### config.mk
export PLATFORM = sky130hd
export DESIGN_NAME = sma_div
export DESIGN_NICKNAME = d
export VERILOG_FILES = /design/src/sv/sma_pkg.sv /design/src/sv/sma_div.sv
export SDC_FILE = /design/constraint.sdc
export NUM_CORES = 1
export LEC_CHECK = 0
export BUFFER_PORTS_ARGS = -buffer_cell sky130_fd_sc_hd__buf_2
export CAP_MARGIN = 0
export CORE_ASPECT_RATIO = 1.1
export CORE_MARGIN = 1
export CORE_UTILIZATION = 50
export CTS_CLUSTER_DIAMETER = 100
export DETAILED_ROUTE_END_ITERATION = 10
export GPL_ROUTABILITY_DRIVEN = 0
export PLACE_DENSITY = 0.73
export SLEW_MARGIN = 20
export SYNTH_ARGS = -nofsm -noshare
export SYNTH_HDL_FRONTEND = slang
export SYNTH_SLANG_ARGS = --single-unit
### constraint.sdc
create_clock -name i_clk -period 5.2 [get_ports i_clk]
set_input_delay 0.78 -clock i_clk [delete_from_list [all_inputs] [get_ports i_clk]]
set_output_delay 0.78 -clock i_clk [all_outputs]
set_load 0.01 [all_outputs]
### src/sv/sma_pkg.sv
`timescale 1ns / 1ps
// ----------------------------------------------------------------------------
// sma_pkg
// Shared types and constants for the six-channel moving average block.
// ----------------------------------------------------------------------------
package sma_pkg;

    localparam int WINDOW      = 64;
    localparam int SAMPLE_BITS = 16;
    localparam int FRAC_BITS   = 8;
    localparam int NCHAN       = 6;
    localparam int OUT_BITS    = 24;

    localparam int PTR_W  = $clog2(WINDOW);
    localparam int FILL_W = $clog2(WINDOW + 1);
    localparam int SUM_W  = SAMPLE_BITS + PTR_W;
    localparam int DIVD_W = SUM_W + FRAC_BITS;
    localparam int CNT_W  = $clog2(DIVD_W);
    localparam int ROW_W  = NCHAN * SAMPLE_BITS;

    typedef logic [NCHAN-1:0][SAMPLE_BITS-1:0] t_row;
    typedef logic [NCHAN-1:0][SUM_W-1:0]       t_sums;
    typedef logic [NCHAN-1:0][OUT_BITS-1:0]    t_quots;

    typedef struct packed {
        logic signed [SAMPLE_BITS-1:0] accel_x;
        logic signed [SAMPLE_BITS-1:0] accel_y;
        logic signed [SAMPLE_BITS-1:0] accel_z;
        logic signed [SAMPLE_BITS-1:0] gyro_x;
        logic signed [SAMPLE_BITS-1:0] gyro_y;
        logic signed [SAMPLE_BITS-1:0] gyro_z;
    } t_in;

    typedef struct packed {
        logic signed [OUT_BITS-1:0] avg_accel_x;
        logic signed [OUT_BITS-1:0] avg_accel_y;
        logic signed [OUT_BITS-1:0] avg_accel_z;
        logic signed [OUT_BITS-1:0] avg_gyro_x;
        logic signed [OUT_BITS-1:0] avg_gyro_y;
        logic signed [OUT_BITS-1:0] avg_gyro_z;
        logic                       window_full;
    } t_out;

endpackage

### src/sv/sma_div.sv
`timescale 1ns / 1ps
// ----------------------------------------------------------------------------
// sma_div
// Bit-serial signed divider, six lanes sharing one step counter.
// Computes (sum * 2^FRAC_BITS) / divisor, truncated toward zero.
// ----------------------------------------------------------------------------
module sma_div (
    input  logic                       i_clk,
    input  logic                       i_rst_n,
    input  logic                       i_start,
    input  sma_pkg::t_sums             i_sums,
    input  logic [sma_pkg::FILL_W-1:0] i_divisor,
    output logic                       o_done,
    output sma_pkg::t_quots            o_quots
);

    logic [sma_pkg::NCHAN-1:0][sma_pkg::DIVD_W-1:0] r_q;
    logic [sma_pkg::NCHAN-1:0][sma_pkg::FILL_W-1:0] r_rem;
    logic [sma_pkg::NCHAN-1:0]                      r_neg;
    logic [sma_pkg::FILL_W-1:0]                     r_div;
    logic [sma_pkg::CNT_W-1:0]                      r_cnt;
    logic                                           r_busy;
    logic                                           r_done;

    // control: count one quotient bit per cycle
    always_ff @(posedge i_clk) begin
        if (!i_rst_n) begin
            r_busy <= 1'b0;
            r_done <= 1'b0;
            r_cnt  <= '0;
        end else begin
            r_done <= 1'b0;
            if (i_start) begin
                r_busy <= 1'b1;
                r_cnt  <= '0;
            end else if (r_busy) begin
                if (r_cnt == sma_pkg::CNT_W'(sma_pkg::DIVD_W - 1)) begin
                    r_busy <= 1'b0;
                    r_done <= 1'b1;
                end
                r_cnt <= r_cnt + 1'b1;
            end
        end
    end

    // datapath lanes: load magnitude, then shift and subtract
    for (genvar c = 0; c < sma_pkg::NCHAN; c++) begin : g_lane
        logic [sma_pkg::SUM_W-1:0]  mag;
        logic [sma_pkg::FILL_W:0]   rem_sh;
        logic                       ge;
        logic [sma_pkg::DIVD_W-1:0] q_signed;

        assign mag    = i_sums[c][sma_pkg::SUM_W-1] ? (~i_sums[c] + 1'b1) : i_sums[c];
        assign rem_sh = {r_rem[c], r_q[c][sma_pkg::DIVD_W-1]};
        assign ge     = rem_sh >= {1'b0, r_div};

        always_ff @(posedge i_clk) begin
            if (i_start) begin
                r_q[c]   <= {mag, {sma_pkg::FRAC_BITS{1'b0}}};
                r_rem[c] <= '0;
                r_neg[c] <= i_sums[c][sma_pkg::SUM_W-1];
            end else if (r_busy) begin
                r_q[c]   <= {r_q[c][sma_pkg::DIVD_W-2:0], ge};
                r_rem[c] <= ge ? sma_pkg::FILL_W'(rem_sh - {1'b0, r_div})
                               : rem_sh[sma_pkg::FILL_W-1:0];
            end
        end

        // restore the sign; the mean always fits the output width
        assign q_signed   = r_neg[c] ? (~r_q[c] + 1'b1) : r_q[c];
        assign o_quots[c] = q_signed[sma_pkg::OUT_BITS-1:0];
    end

    // hold the divisor for the whole run
    always_ff @(posedge i_clk) begin
        if (i_start) begin
            r_div <= i_divisor;
        end
    end

    assign o_done = r_done;

endmodule

==> impl_results.md, run 1 <==
- Status: finished clean
- DR iter-0 viols: 871
- Die footprint: between 0.03 and 0.04 mm²
- Share of the synthesized area in the top cell type: 0.267
- Post_cts resized: 0
- Synth Area per Inst: just over 9 µm²
- # nets final: 2228
- First-pass GRT wire length: roughly 66 mm
- Crit start category: flip-flop
- HPWL Detailed: 29.8 mm
- Unique masters post-synth: 63
- WHS Path Cells: 1
- Finished Layout Cells: between 2000 and 2500
- Max-cap violations: 0
- CP Launch Point: r_q[10]
- Ports: 287
- Rows: 68
- Final wirelength: 41.7 mm
- RSZ-0062 raised after global routing: false
- Yosys reg bits: 242
- Sequential area share after synthesis: 0.387
- Yosys warns: 0
- Vias in the first global route: 13600
- Async SR Flop Fraction: 0
- Inserted Clock Buffers: 27
- Leading area contributor after synthesis: edfxtp_1
- Port bufs: ~290
- Via Count: around 14000
- Fmax: ~260 MHz
- Crit share post-route: 0.738
- Root buffer cell: clkbuf_16
- Power Density: 297 mW/mm²
- Die X: 174 µm
- Clk sink count: 242
- Initial Util: 0.513
- Clock slew at reported path FFs: 0.06 ns
- Worst skew pair latency: 0.54 ns
- Clock share of power: 0.351
- Critical path type: flip-flop to output port
- Total track usage: 0.241
- Worst path slowest cell: or4_4
- Drt pass-1 iters: 7
- CP max FO: 4
- Post-Syn Area: 0.0163 mm²
- Largest cells by area after synthesis: edfxtp_1 (27%), dfxtp_1 (12%), xnor2_1 (8.6%)
- Gr ovfl total: 0
- Share of cells above drive strength 1: 0.186
- Slew at the pin closest to its max-slew limit: 1.03 ns
- Sw Ratio: 0.297
- P&R area growth vs syn: 16.3%
- Initial antenna violation count: 3
- Flop pwr share: 0.426
- Hold Fails Final Rpt: 0
- Hold WC Path Type: input port to flip-flop
- Leading cell type in the layout, fill and taps excluded: buf_2
- Setup repair bufs after CTS: 0
- DR WL/cell: around 17 µm
- Largest net degree at the start of global routing: 95
- Vias per cell: 5.78
- Antenna Nets Post-Route: 0
- EDFF count, synth: 145
- Reg2Reg Depth: 8
- Hold path startpoint: i_divisor[2]
- Lkg Pwr: 7.43 nW
- Die Height: 191 µm
- Worst-path cell chain: or4_4 -> or3_4 -> or3_1 -> or2_4 -> o41ai_4 -> xnor2_1 -> buf_2
- DP Cell Count: between 2000 and 2500
- H-tree depth: 1
- Slew HR: 0.314
- CP required: 4.42 ns
- Tmin final: ~3.8 ns
- Internal: 0.00395 W
- Slowest stage delay, CP: 0.55 ns
- Core Box Area: 0.0317 mm²
- Pins Over Slew Limit: 0
- Sw Pwr: 0.00167 W
- Critical path data arrival time: 3.06 ns
- CTS Hold Bufs: 0
- Syn nets: around 2000
- Crit. End Element: output port
- Reg2reg start: r_div[2]
- Clk_skew: 0.0210 ns
- Final Setup Violations: 0
- Synth Instances: 1786
- Prevailing post-synth register cell: edfxtp_1
- Share of total power in combinational logic: 0.222
- Clk buf depth: 3
- Setup TNS: 0 ns
- Most frequent cells in the layout: buf_2 (285), nand2_1 (252), o21ai_0 (238)
- CTS tree: done
- Final core occ: 0.597
- Worst vdd ir: 0.182 mV
- Post-route DRC: 0
[kinds of logic after synthesis]
kind of cell               after synthesis  synth area share
muxes                                   68            0.0421
AOI/OAI and AO/OA                      458             0.181
DFF                                    242             0.387
adders and majority gates               62            0.0504
xor gates and xnor gates               263             0.141
and+or+nand+nor                        547             0.164
buffers and inverters                  146            0.0350
[final timing paths]
kind                          to  slack [ns]
min reg2reg  g_lane[4].rem_sh[7]        0.46
min                     r_div[2]        0.41
max                  o_quots[18]        1.36
max reg2reg  g_lane[3].rem_sh[1]        1.84
[flip-flops by register name, indices dropped and copies added, names as in the netlist]
| name | flops |
|---|---|
| r_q | 174 |
| g_lane.rem_sh | 48 |
| r_div | 7 |
| r_neg | 6 |
| r_cnt | 5 |
| o_done | 1 |
| r_busy | 1 |
[synth_stat cells (3+ instances only)]
cell and number:
or4_1 35, a311o_1 5, nand2_1 252, or4_4 7, o22ai_1 5, nor2b_1 18
or3_4 3, inv_1 61, nor2_1 95, buf_4 6, or3b_2 5, a21oi_1 20
a211oi_1 9, buf_1 4, nand2b_1 8, nand3_1 24, a22o_1 15, or3_1 26
o31ai_1 85, o221ai_1 5, nor3_1 20, nand4_1 8, nor3b_1 4, fa_1 6
o311ai_0 12, dfxtp_1 97, nor4_1 14, o21ai_0 238, xnor2_1 160, o41ai_1 28
a32oi_1 5, o21a_1 10, o2111a_1 5, o31a_1 5, edfxtp_1 145, clkbuf_1 75
xor2_1 103, or2_2 9, ha_1 56, nand3b_1 4, mux2_2 4, mux2i_1 64
[power groups by stage]
stage | Clock, W | Sequential [W] | Combinational [W]
2_1_floorplan | 0 | 0.00237 | 0.000846
3_3_place_gp | 0 | 0.00242 | 0.00122
3_5_place_dp | 0 | 0.00243 | 0.00124
4_1_cts | 0.00200 | 0.00239 | 0.00125
5_1_grt | 0.00207 | 0.00242 | 0.00137
6_report | 0.00197 | 0.00240 | 0.00125
[layout make-up]
cell class | count | area, µm²
repair buffers | 294 | 1510
clock inverters | 17 | 169
diodes | 3 | 7.51
fillers | 2763 | 12800
well taps | 420 | 526
clock buffers | 33 | 761
flip-flops and latches | 242 | 6300
multi-input cells | 1398 | 9430
inverters | 61 | 234
[worst max-delay path, delay by kind of cell, from the launching register on]
family                 cells  cell delay (ns)
AO/OA/AOI/OAI              1             0.24
flip-flops                 1             0.43
buffers and inverters      1             0.17
XOR/XNOR                   1             0.17
AND/OR/NAND/NOR            4             1.53
[routing by layer]
metal,up-vias,GRT usage,share of wire,wire length [µm]
met2,423,0.427,0.49,20600
met3,92,0.0334,0.051,2130
met4,0,0.0945,0.034,1440
met5,-,0,0,0
li1,6981,-,-,-
met1,6771,0.296,0.42,17600
[metrics by stage]
| stage | total power, W | worst slack [ns] | instance area, µm² | hold WS, ns |
|---|---|---|---|---|
| 4_1_cts | 0.00564 | 1.35 | 18900 | 0.397 |
| 2_1_floorplan | 0.00321 | 1.07 | 16300 | 0.426 |
| 3_5_place_dp | 0.00367 | 1.91 | 18000 | 0.448 |
| 5_1_grt | 0.00586 | 1.15 | 18900 | 0.399 |
| 3_3_place_gp | 0.00364 | 1.94 | 18000 | 0.438 |
| 6_report | 0.00562 | 1.36 | 18900 | 0.412 |
(Power assumes the default switching activity.)
==> inputs of run 2 (changes only) <==
Settings changed: ABC_AREA set to 1, PLACE_DENSITY 0.73 to 0.72.
Clock period 5.2 ns to 3.7 ns, I/O delays scaled along.
==> impl_results.md, run 2 <==
- Core Box Area: 0.0363 mm²
- Largest net degree at the start of global routing: 110
- Sequential area share after synthesis: 0.342
- Vias per cell: approximately 5.5
- P&R area growth vs syn: 14.9%
- Port bufs: 286
- Sw Pwr: 0.00266 W
- Share of total power in combinational logic: 0.241
- Critical path type: flip-flop to output port
- Most frequent cells in the layout: nand2_1 (730), inv_1 (320), buf_2 (285)
- Slew at the pin closest to its max-slew limit: around 0.76 ns
- Clock slew at reported path FFs: 0.06 ns
- Total track usage: 0.279
- Lkg Pwr: 10.2 nW
- Worst vdd ir: 0.310 mV
- Hold path startpoint: i_divisor[2]
- Yosys warns: 0
- Die footprint: around 0.038 mm²
- Setup repair bufs after CTS: 0
- Tmin final: between 2 and 3 ns
- Max-cap violations: 0
- Sw Ratio: 0.321
- Hold Fails Final Rpt: 0
- Main combinational cell family by area after synthesis: simple AND/OR/NAND/NOR gates
- Crit start category: flip-flop
- Fillers: 3481
- Leading area contributor after synthesis: edfxtp_1
- # nets final: roughly 3100
- Flop pwr share: 0.395
- H-tree depth: 1
- Crit. End Element: output port
- Status: finished clean
- CTS tree: done
- Critical path data arrival time: 2.40 ns
- Die X: 185 µm
- Syn nets: 2870
- Ports: 287
- Clock share of power: 0.364
- Reg2Reg Depth: 8
- Prevailing post-synth register cell: edfxtp_1
- CP max FO: 4
- EDFF count, synth: 145
- WHS Path Cells: 1
- Setup TNS: 0 ns
- Initial antenna violation count: 2
- Die Height: 203 µm
- DR WL/cell: ~15 µm
- Internal: 0.00562 W
- CP required: about 3.1 ns
- RR Endpoint: g_lane[1].rem_sh[2]
- Gr ovfl total: 0
- Post_cts resized: 0
- DR iter-0 viols: ~1200
- Final Setup Violations: 0
- Synth Area per Inst: 6.91 µm²
- Synth Area in Adders: 0.0445
- Hold WC Path Type: input port to flip-flop
- Vias in the first global route: 18000
- Root buffer cell: clkbuf_16
- RSZ-0062 raised after global routing: false
- Worst skew pair latency: 0.58 ns
- Clk_skew: 0.0194 ns
- Post-route DRC: 0
- Compound-Gate Fraction of Synth Area: 0.132
- Async SR Flop Fraction: 0
- Synth Area in Simple Gates: 0.333
- HPWL Detailed: 39.1 mm
- CTS Hold Bufs: 0
- Antenna Nets Post-Route: 0
- Largest register by flop count: r_q
- Leading cell type in the layout, fill and taps excluded: nand2_1
- Crit share post-route: 0.799
- Reg2reg start: r_div[0]
- Drt pass-1 iters: 5
- Final wirelength: ~53 mm
- Max reg flops: 174
- Post-synthesis mux area share: 0
- Inserted Clock Buffers: 29
- Count leader, synth: nand2_1
- Rows: 73
- Synth Area in XOR/XNOR: 0.0561
- Post-Syn Area: 0.0184 mm²
- Area after DPL: 0.0202 mm²
- Fmax: roughly 340 MHz
- Slew HR: 0.490
- Clk buf depth: 3
- Yosys reg bits: about 240
- Synth Instances: 2666
- Share of cells above drive strength 1: 0.153
- Reg-to-reg slack, setup: 1.36 ns
- Power Density: 391 mW/mm²
- Clk sink count: about 240
- Post-synth top cells: nand2_1 (730), inv_1 (321), nand3_1 (258)
- Via Count: 18900
- Share of the synthesized area in the top cell type: 0.236
- Final instance area: 0.0212 mm²
- Initial Util: 0.508
- Unique masters post-synth: 55
- Largest cells by area after synthesis: edfxtp_1 (24%), nand2_1 (15%), dfxtp_1 (11%)
- Pins Over Slew Limit: 0
- Hold Path Sink: r_div[2]
- First-pass GRT wire length: 85.2 mm
[run 2: worst max-delay path: stages (launching register included)]
cell and delay (ns):
dfxtp_1 0.32, inv_1 0.20, ha_1 0.22, nand3_1 0.17
nor2_1 0.22, nand3_1 0.11, nand2_1 0.17, o21ai_0 0.12
nand2_1 0.08, nand2_1 0.07, buf_2 0.14
[run 2: cell families after synthesis]
family	Yosys count
flip-flops	242
buffers and inverters	421
adder cells (fa/ha/maj)	62
AND/OR/NAND/NOR	1410
AO/OA/AOI/OAI	413
XOR/XNOR	118
[run 2: worst max-delay path by stage]
| stage | from | endpoint | slack (ns) | depth (start not counted) |
|---|---|---|---|---|
| finish | r_q[90] | o_quots[86] | 0.75 | 10 |
| global placement | i_start | r_q[109] | 1.24 | 4 |
| CTS | r_q[90] | o_quots[94] | 0.72 | 9 |
| floorplan | i_start | g_lane[0].rem_sh[0] | 0.77 | 4 |
| detailed placement | i_start | r_q[111] | 1.19 | 4 |
| global route | r_q[90] | o_quots[94] | 0.59 | 9 |
[run 2: layout make-up]
class                   count  area (µm²)  area share
well taps                 487         609      0.0288
diodes                      1        2.50    0.000118
clock inverters            17         221      0.0105
inverters                 335        1260      0.0597
repair buffers            298        1590      0.0749
clock buffers              37         776      0.0366
flip-flops and latches    242        6300       0.297
multi-input cells        2003       10400       0.492
[run 2: power by group through the flow]
stage | clock network (W) | logic [W] | registers [W]
final | 0.00302 | 0.00199 | 0.00327
after global routing | 0.00317 | 0.00222 | 0.00330
after CTS | 0.00307 | 0.00198 | 0.00327
after detailed placement | 0 | 0.00197 | 0.00332
after global placement | 0 | 0.00193 | 0.00332
after floorplan | 0 | 0.00136 | 0.00325
[run 2: through the flow]
step	util	cells	power, W	hold slack (ns)	setup WS [ns]
2_1_floorplan	-	2666	0.00461	0.434	0.775
3_3_place_gp	0.557	3365	0.00525	0.447	1.24
3_5_place_dp	0.557	3365	0.00529	0.453	1.19
4_1_cts	0.584	3419	0.00832	0.136	0.719
5_1_grt	0.584	3419	0.00869	0.151	0.589
6_report	0.584	3420	0.00828	0.158	0.745
[run 2: layer usage]
metal / routed length [µm] / up-vias / global-route usage / share of wire
li1: - / 9328 / - / -
met1: 21500 / 8694 / 0.335 / 0.41
met2: 25600 / 725 / 0.485 / 0.48
met3: 3350 / 157 / 0.0363 / 0.063
met4: 2440 / 2 / 0.141 / 0.046
met5: 13 / - / 0 / 0.00025
==> inputs of run 3 (changes only) <==
Settings changed: ABC_AREA 1 to 0, PLACE_DENSITY 0.72 to 0.73.
Clock period 3.7 ns to 3.1 ns, I/O delays scaled along.
==> impl_results.md, run 3 (synthesis gave the netlist of run 1 again) <==
- Fmax: 290 MHz
- Total track usage: 0.253
- Pins Over Slew Limit: 0
- HPWL Detailed: around 30 mm
- Rows: 68
- Cell family with most CP delay: simple AND/OR/NAND/NOR gates
- Lkg Pwr: around 8 nW
- Reg2reg start: r_div[2]
- Hold WC Path Type: input port to flip-flop
- Share of cells above drive strength 1: 0.253
- Slew at the pin closest to its max-slew limit: 1.22 ns
- Power Density: 482 mW/mm²
- Die X: 174 µm
- Clock slew at reported path FFs: about 0.060 ns
- Initial antenna violation count: 3
- Clock share of power: 0.340
- Post-route DRC: 0
- Worst setup margin: -0.344 ns
- Reg2Reg Depth: 8
- CTS tree: done
- Crit. End Element: output port
- Max-cap violations: 0
- First-pass GRT wire length: 69.9 mm
- Ports: approximately 290
- RSZ-0062 raised after global routing: true
- H-tree depth: 1
- Core Box Area: around 0.032 mm²
- CP max FO: 4
- Flop pwr share: 0.418
- Worst vdd ir: 0.358 mV
- Sw Pwr: 0.00293 W
- Clk sink count: 242
- Final wirelength: 44.3 mm
- Worst path slowest cell: or4_4
- CP Launch Point: r_q[10]
- Hold Fails Final Rpt: 0
- Crit start category: flip-flop
- RR Endpoint: g_lane[4].rem_sh[3]
- Final core occ: 0.633
- WP buf/inv: 1
- Drt pass-1 iters: 5
- Root buffer cell: clkbuf_16
- Antenna Nets Post-Route: 0
- Slew HR: 0.186
- Reg-to-reg slack, setup: 0.31 ns
- Slowest stage delay, CP: about 0.54 ns
- Critical path data arrival time: 2.98 ns
- Leading cell type in the layout, fill and taps excluded: buf_2
- DR iter-0 viols: 918
- Clk_skew: 0.0174 ns
- Gr ovfl total: 0
- Vias in the first global route: 14200
- Critical Path End: o_quots[18]
- Die footprint: about 0.033 mm²
- # nets final: 2288
- Share of total power in combinational logic: 0.243
- Vias per cell: 5.82
- Hold WS: ~0.10 ns
- Most frequent cells in the layout: buf_2 (285), nand2_1 (244), o21ai_0 (220)
- Worst-path cell chain: or4_4 -> or3_4 -> or3_1 -> or2_4 -> o41ai_4 -> xnor2_1 -> buf_2
- Crit share post-route: 1.11
- Sw Ratio: 0.303
- Largest register by flop count: r_q
- Crit. path cell count: 7
- Via Count: 14700
- Internal: 0.00676 W
- Design Power: 0.00969 W
- Largest net degree at the start of global routing: 104
- Critical path type: flip-flop to output port
- Worst skew pair latency: 0.55 ns
- Die Height: 191 µm
- Fillers: 2612
- Final Setup Violations: 37
- Failing checks: negative setup slack
- Max reg flops: 174
- CTS Hold Bufs: 0
- P&R area growth vs syn: 23.4%
- Inserted Clock Buffers: 28
- Clk buf depth: 3
- CP required: 2.63 ns
- Port bufs: roughly 290
- DR WL/cell: 17.5 µm
- Status: finished, violations left
- Tmin final: 3.44 ns
- Initial Util: 0.513
run 3: cell count changes in the layout (fill, tap and decap cells not counted), moves of 56 or more:
cell | previous run | this run
a21oi_1 | 76 | 20
xnor2_1 | 13 | 151
inv_1 | 320 | 59
mux2i_1 | 0 | 64
o22ai_1 | 74 | 5
nor2_1 | 237 | 90
o31ai_1 | 7 | 67
nand2_1 | 730 | 244
nand3_1 | 258 | 21
run 3: power by group through the flow:
stage / Sequential, W / Combinational [W] / Clock [W]
after floorplan: 0.00396 / 0.00142 / 0
after global placement: 0.00405 / 0.00209 / 0
after detailed placement: 0.00406 / 0.00213 / 0
after CTS: 0.00401 / 0.00224 / 0.00334
after global routing: 0.00408 / 0.00256 / 0.00347
final: 0.00405 / 0.00235 / 0.00329
run 3: how the worst min path moves through the flow:
| stage | start | to | slack, ns | cells after the start |
|---|---|---|---|---|
| detailed placement | g_lane[0].rem_sh[7] | g_lane[0].rem_sh[7] | 0.44 | 2 |
| global placement | g_lane[5].rem_sh[7] | g_lane[5].rem_sh[7] | 0.44 | 2 |
| finish | i_divisor[4] | r_div[4] | 0.10 | 1 |
| global route | i_divisor[5] | r_div[5] | 0.08 | 1 |
| floorplan | g_lane[0].rem_sh[7] | g_lane[0].rem_sh[7] | 0.43 | 2 |
| CTS | i_divisor[4] | r_div[4] | 0.08 | 1 |
run 3: stage by stage:
step	instances	worst slack, ns	area, µm²	setup TNS [ns]
after global placement	2430	0.211	18100	0
final	2529	-0.344	20100	-6.63
after global routing	2529	-0.408	20100	-10.89
after detailed placement	2430	0.169	18100	0
after floorplan	1786	0.00315	16300	0
after CTS	2506	-0.351	19600	-4.97
run 3: cell type report:
class | count | area, µm² | area share
multi-input cells | 1398 | 10100 | 0.503
clock inverters | 8 | 65.1 | 0.00324
well taps | 420 | 526 | 0.0261
clock buffers | 44 | 861 | 0.0428
inverters | 61 | 233 | 0.0116
flip-flops and latches | 242 | 6320 | 0.314
diodes | 3 | 7.51 | 0.000374
repair buffers | 353 | 1980 | 0.0986
run 3: what timing repair did:
| item | 4_1_cts | 5_1_grt |
|---|---|---|
| buffers inserted | 24 | 20 |
| pin swaps | 26 | 40 |
| resized for setup | 95 | 55 |
| setup endpoints to repair | 57 | 69 |
run 3: routing by layer:
metal	vias up	share of wire	track usage
li1	7117	-	-
met1	7064	0.41	0.312
met2	426	0.51	0.450
met3	101	0.049	0.0344
met4	0	0.031	0.0931
met5	-	0	0
run 3: worst register-to-register path: cells and delay by family (launching register included):
kind	cells	cell delay [ns]
adders and majority gates	1	0.35
DFF	1	0.35
muxes	1	0.29
AOI/OAI and AO/OA	3	0.72
buffers and inverters	1	0.26
and+or+nand+nor	2	0.71
